<file path="src/sv/btmx_pkg.sv">
// Shared constants, types and command codes for the bitwise trie max-xor block.
// Used by btmx_ctrl, btmx_datapath and bitwise_trie_max_xor_limit.
`timescale 1ns / 1ps

package btmx_pkg;

   // Trie geometry
   localparam int KEY_BITS      = 30;
   localparam int NODE_CAPACITY = 8192;
   localparam int VAL_BITS      = 30;

   localparam int IDX_BITS  = $clog2(NODE_CAPACITY);
   localparam int USED_BITS = $clog2(NODE_CAPACITY + 1);
   localparam int LVL_BITS  = (KEY_BITS > 1) ? $clog2(KEY_BITS) : 1;
   localparam int MISS_BITS = $clog2(KEY_BITS + 1);
   localparam int SUM_BITS  = USED_BITS + 1;
   localparam int CMP_BITS  = ((KEY_BITS > VAL_BITS) ? KEY_BITS : VAL_BITS) + 1;

   localparam logic [LVL_BITS-1:0]  LVL_TOP    = LVL_BITS'(KEY_BITS - 1);
   localparam logic [USED_BITS-1:0] USED_RESET = USED_BITS'(1);
   localparam logic [SUM_BITS-1:0]  CAP_SUM    = SUM_BITS'(NODE_CAPACITY);
   localparam logic [CMP_BITS-1:0]  MIN_EMPTY  = '1;

   // One trie node: two child links and the least key below each child
   typedef struct packed {
      logic [1:0][IDX_BITS-1:0] link;
      logic [1:0][KEY_BITS-1:0] cmin;
   } node_entry_type;

   typedef enum logic {
      OP_INSERT = 1'b0,
      OP_QUERY  = 1'b1
   } op_type;

   typedef enum logic [1:0] {
      STATUS_OK       = 2'd0,
      STATUS_NO_MATCH = 2'd1,
      STATUS_FULL     = 2'd2
   } status_type;

   typedef enum logic [2:0] {
      CMD_NONE,
      CMD_LOAD,
      CMD_QUERY,
      CMD_COUNT,
      CMD_INSERT,
      CMD_RESTART,
      CMD_FINISH
   } cmd_op_type;

   typedef struct packed {
      cmd_op_type op;
      status_type status;
   } dp_cmd_type;

   typedef struct packed {
      logic is_query;
      logic lvl_zero;
      logic link_missing;
      logic root_miss;
      logic sure_fit;
      logic overflow;
      logic out_free;
   } dp_stat_type;

   typedef enum logic [2:0] {
      ST_IDLE,
      ST_DISPATCH,
      ST_QUERY,
      ST_COUNT,
      ST_FIT,
      ST_INSERT,
      ST_DONE
   } ctl_state_type;

endpackage

</file>
<file path="src/sv/btmx_ctrl.sv">
// Controller state machine: sequences load, trie walks and result hand-off.
// Depends on btmx_pkg; drives btmx_datapath through dp_cmd_type.
`timescale 1ns / 1ps

module btmx_ctrl (
   input  logic                 clock,
   input  logic                 reset,
   input  logic                 req_valid,
   output logic                 req_stall,
   input  btmx_pkg::dp_stat_type stat,
   output btmx_pkg::dp_cmd_type  cmd
);

   btmx_pkg::ctl_state_type state_ff, state_in;
   btmx_pkg::status_type    status_ff, status_in;

   // Next state and pending result status
   always_comb begin
      state_in  = state_ff;
      status_in = status_ff;
      unique case (state_ff)
         btmx_pkg::ST_IDLE: begin
            if (req_valid) state_in = btmx_pkg::ST_DISPATCH;
         end
         btmx_pkg::ST_DISPATCH: begin
            if (stat.is_query) begin
               if (stat.root_miss) begin
                  state_in  = btmx_pkg::ST_DONE;
                  status_in = btmx_pkg::STATUS_NO_MATCH;
               end else begin
                  state_in = btmx_pkg::ST_QUERY;
               end
            end else if (stat.sure_fit) begin
               state_in = btmx_pkg::ST_INSERT;
            end else begin
               state_in = btmx_pkg::ST_COUNT;
            end
         end
         btmx_pkg::ST_QUERY: begin
            if (stat.lvl_zero) begin
               state_in  = btmx_pkg::ST_DONE;
               status_in = btmx_pkg::STATUS_OK;
            end
         end
         btmx_pkg::ST_COUNT: begin
            if (stat.link_missing || stat.lvl_zero) state_in = btmx_pkg::ST_FIT;
         end
         btmx_pkg::ST_FIT: begin
            if (stat.overflow) begin
               state_in  = btmx_pkg::ST_DONE;
               status_in = btmx_pkg::STATUS_FULL;
            end else begin
               state_in = btmx_pkg::ST_INSERT;
            end
         end
         btmx_pkg::ST_INSERT: begin
            if (stat.lvl_zero) begin
               state_in  = btmx_pkg::ST_DONE;
               status_in = btmx_pkg::STATUS_OK;
            end
         end
         btmx_pkg::ST_DONE: begin
            if (stat.out_free) state_in = btmx_pkg::ST_IDLE;
         end
         default: state_in = btmx_pkg::ST_IDLE;
      endcase
   end

   // Commands to the datapath
   always_comb begin
      cmd.op     = btmx_pkg::CMD_NONE;
      cmd.status = status_ff;
      req_stall  = (state_ff != btmx_pkg::ST_IDLE);
      unique case (state_ff)
         btmx_pkg::ST_IDLE:     if (req_valid) cmd.op = btmx_pkg::CMD_LOAD;
         btmx_pkg::ST_DISPATCH: cmd.op = btmx_pkg::CMD_NONE;
         btmx_pkg::ST_QUERY:    cmd.op = btmx_pkg::CMD_QUERY;
         btmx_pkg::ST_COUNT:    cmd.op = btmx_pkg::CMD_COUNT;
         btmx_pkg::ST_FIT:      if (!stat.overflow) cmd.op = btmx_pkg::CMD_RESTART;
         btmx_pkg::ST_INSERT:   cmd.op = btmx_pkg::CMD_INSERT;
         btmx_pkg::ST_DONE:     if (stat.out_free) cmd.op = btmx_pkg::CMD_FINISH;
         default:               cmd.op = btmx_pkg::CMD_NONE;
      endcase
   end

   always_ff @(posedge clock) begin
      if (reset) begin
         state_ff  <= btmx_pkg::ST_IDLE;
         status_ff <= btmx_pkg::STATUS_OK;
      end else begin
         state_ff  <= state_in;
         status_ff <= status_in;
      end
   end

endmodule

</file>
<file path="config.mk">
export PLATFORM = sky130hd
export DESIGN_NAME = btmx_ctrl
export DESIGN_NICKNAME = d
export VERILOG_FILES = /design/src/sv/btmx_pkg.sv /design/src/sv/btmx_ctrl.sv
export SDC_FILE = /design/constraint.sdc
export NUM_CORES = 1
export LEC_CHECK = 0
export ABC_AREA = 1
export BUFFER_PORTS_ARGS = -buffer_cell sky130_fd_sc_hd__buf_2
export CELL_PAD_IN_SITES_DETAIL_PLACEMENT = 1
export CELL_PAD_IN_SITES_GLOBAL_PLACEMENT = 2
export CORE_MARGIN = 1
export CORE_UTILIZATION = 24
export CTS_CLUSTER_SIZE = 30
export DETAILED_ROUTE_END_ITERATION = 10
export HOLD_SLACK_MARGIN = 0.06
export PLACE_DENSITY = 0.76
export SYNTH_ARGS = -nofsm -noshare
export SYNTH_HDL_FRONTEND = slang
export SYNTH_SLANG_ARGS = --single-unit
</file>
<file path="constraint.sdc">
create_clock -name clock -period 3.9 [get_ports clock]
set_clock_uncertainty 0.15 [all_clocks]
set_input_delay 0.39 -clock clock [delete_from_list [all_inputs] [get_ports clock]]
set_output_delay 0.39 -clock clock [all_outputs]
set_load 0.02 [all_outputs]
</file>
==> results.yml <==
yosys:
  yosys_register_bits: 5
  synth_area_um2: 467
  syn_inst: 79
  yosysWarnings: 0
  seq_area_frac_synth_pct: 21.4
  avgSynthCellArea_um2: 5.91
  syn-num-nets: 89
  synth_cell_types: 15
routing:
  met1_length_um: 599
  drt_iter0_markers: 6
  drtAntennaViolNets: 0
  viasPerCell: 4.45
  wl_met3_um: 48
  wl_per_cell_um: 10.4
  finalWirelength_um: 1260
  drtPass1Iterations: 4
  wl_met2_um: 616
  remaining_drc_errors: 0
  dr_total_vias: 538
  top_layer_used: "met3"
global_routing:
  first_global_vias: 514
  grt_pass1_wl_um: 2060
  antenna_found_initial: 0
  grt.total_usage_pct: 13.5
  grt_start_max_net_pins: 9
  grt-ovfl-total: 0
setup_path:
  cp_max_fo: 8
  crit_path_cell_trace: "nor2_1 > nand3b_2 > o211ai_1 > buf_2"
  reg2regPathDepth: 7
  cpMaxStageDelayCell: "dfxtp_1"
  slowest_delay_ps: 400
  path_class: "reg2out"
  crit_required_ps: 3360
  cp-start-kind: "flip-flop"
  end_kind: "primary output"
  arrival_ps: 1320
floorplanning:
  initial_core_util_pct: 26.2
  die_x_um: 46.1
  io_pins: 16
  rows: 15
  die_h_um: 46.1
  dieArea_um2: 2120
  coreArea_um2: 1780
timing:
  max_freq_mhz: 537
  final-hold-violation-count: 0
  holdWs_ps: 307
  tightest_slew_ps: 347
  finalCritPeriodShare_pct: 47.8
  min_period_ps: 1860
  slew_viol_final: 0
  relSlewSlack_pct: 76.8
  tns_ps: 0
  setup_viol: 0
  grt_setup_unrepaired: "false"
finish:
  layout_commonest_cell: "nand2_1"
  antenna_cells: 0
  ff_latch_area_um2: 100
  design_area_um2: 577
  multi_input_area_um2: 299
  nets: 107
  mostFrequentLayoutCells: "nand2_1 (24), buf_2 (15), nor2_1 (14)"
  nFillCells: 252
  final_layout_size_suffix_gt1_share_pct: 29.2
  areaGrowthSynthToFinish_pct: 23.6
  final_util_pct: 32.4
pwr:
  p_per_area_nw_per_um2: 1020
  peakVddDrop_uv: 350
  power_mw: 0.590
  power.leakage_nw: 0.334
min_path:
  holdCritPathClass: "in2reg"
  holdPathStages: 4
job:
  max-cap-violations: 0
clock_network:
  insertion_delay_ps: 240
  cts_root_buf: "clkbuf_4"
  clockBufferDepth: 2
  cts_buffers: 3
  htreeDepth: 1
  postCtsHoldBufs: 0
  cts_setup_buffers: 0
  path_clk_slew_ps: 40
  cts_num_sinks: 5
  cts_tree: "yes"
  postCtsResizedCells: 0
run_status:
  status: "finished, final reports clean"
placed_design:
  io_buffers: 15
  place.gp.congestion: 0.780
  place_area_um2: 551
  hpwl_um: 1100
stage by stage:
stage	std cells	worst slack, ps
after floorplan	79	2220
after global routing	121	1940
after global placement	117	2300
final	121	2040
after detailed placement	117	2300
after CTS	121	2030
cells in the mapped netlist:
cell type	instances	area, um^2
nand4_1	2	12.5
o211ai_1	2	15.0
dfxtp_1	5	100
inv_1	8	30.0
nand3_1	10	50.1
nand2_2	1	6.26
nor2_4	1	11.3
o21ai_0	2	10.0
nand3b_4	1	20.0
nor2_1	14	52.6
nand2_1	24	90.1
inv_2	4	15.0
buf_6	2	22.5
nand3b_2	1	11.3
nand3_2	2	20.0
state kept, by name, indices dropped and copies added, names as in the netlist:
name	flops
state_ff	3
status_ff	2
layout make-up:
type,count,share of cell area [%]
sequential,5,17.4
inverter,12,7.81
multi-input combinational,60,51.8
clock buffer,4,4.56
tap,25,5.42
timing repair buffer,15,13.0
routing by layer:
| layer | up-vias | track usage [%] |
|---|---|---|
| met5 | - | 0 |
| met4 | 0 | 2.35 |
| met3 | 0 | 5.88 |
| met2 | 8 | 22.3 |
| met1 | 245 | 16.4 |
| li1 | 285 | - |
power by group:
part / leakage, nW / internal, mW / switching [mW]
Combinational: 0.278 / 0.145 / 0.265
Clock: 0.0150 / 0.0386 / 0.0194
Sequential: 0.0415 / 0.0799 / 0.0419
critical path, delay by kind of cell, from the launching register on:
kind                   cells  cell delay [ps]
AOI/OAI and AO/OA          1              110
buffers and inverters      1              190
DFF                        1              400
and+or+nand+nor            2              380
kinds of logic (layout without fill, tap and decap cells):
logic type | Yosys count | count (layout) | share of synthesized area [%]
flip-flops | 5 | 5 | 21.4
AO/OA/AOI/OAI | 4 | 4 | 5.36
AND/OR/NAND/NOR | 56 | 56 | 58.7
buffers and inverters | 14 | 31 | 14.5
worst paths after layout:
kind                             startpoint                        end  slack [ps]
setup / recovery   state_ff[1]$_SDFFE_PP0P_                     cmd[2]        2040
hold / removal                        reset   state_ff[1]$_SDFFE_PP0P_         310
setup reg to reg   state_ff[1]$_SDFFE_PP0P_   state_ff[0]$_SDFFE_PP0P_        2360
hold reg to reg   status_ff[1]$_SDFFE_PP0P_  status_ff[1]$_SDFFE_PP0P_         370
(Power assumes the default switching activity.)
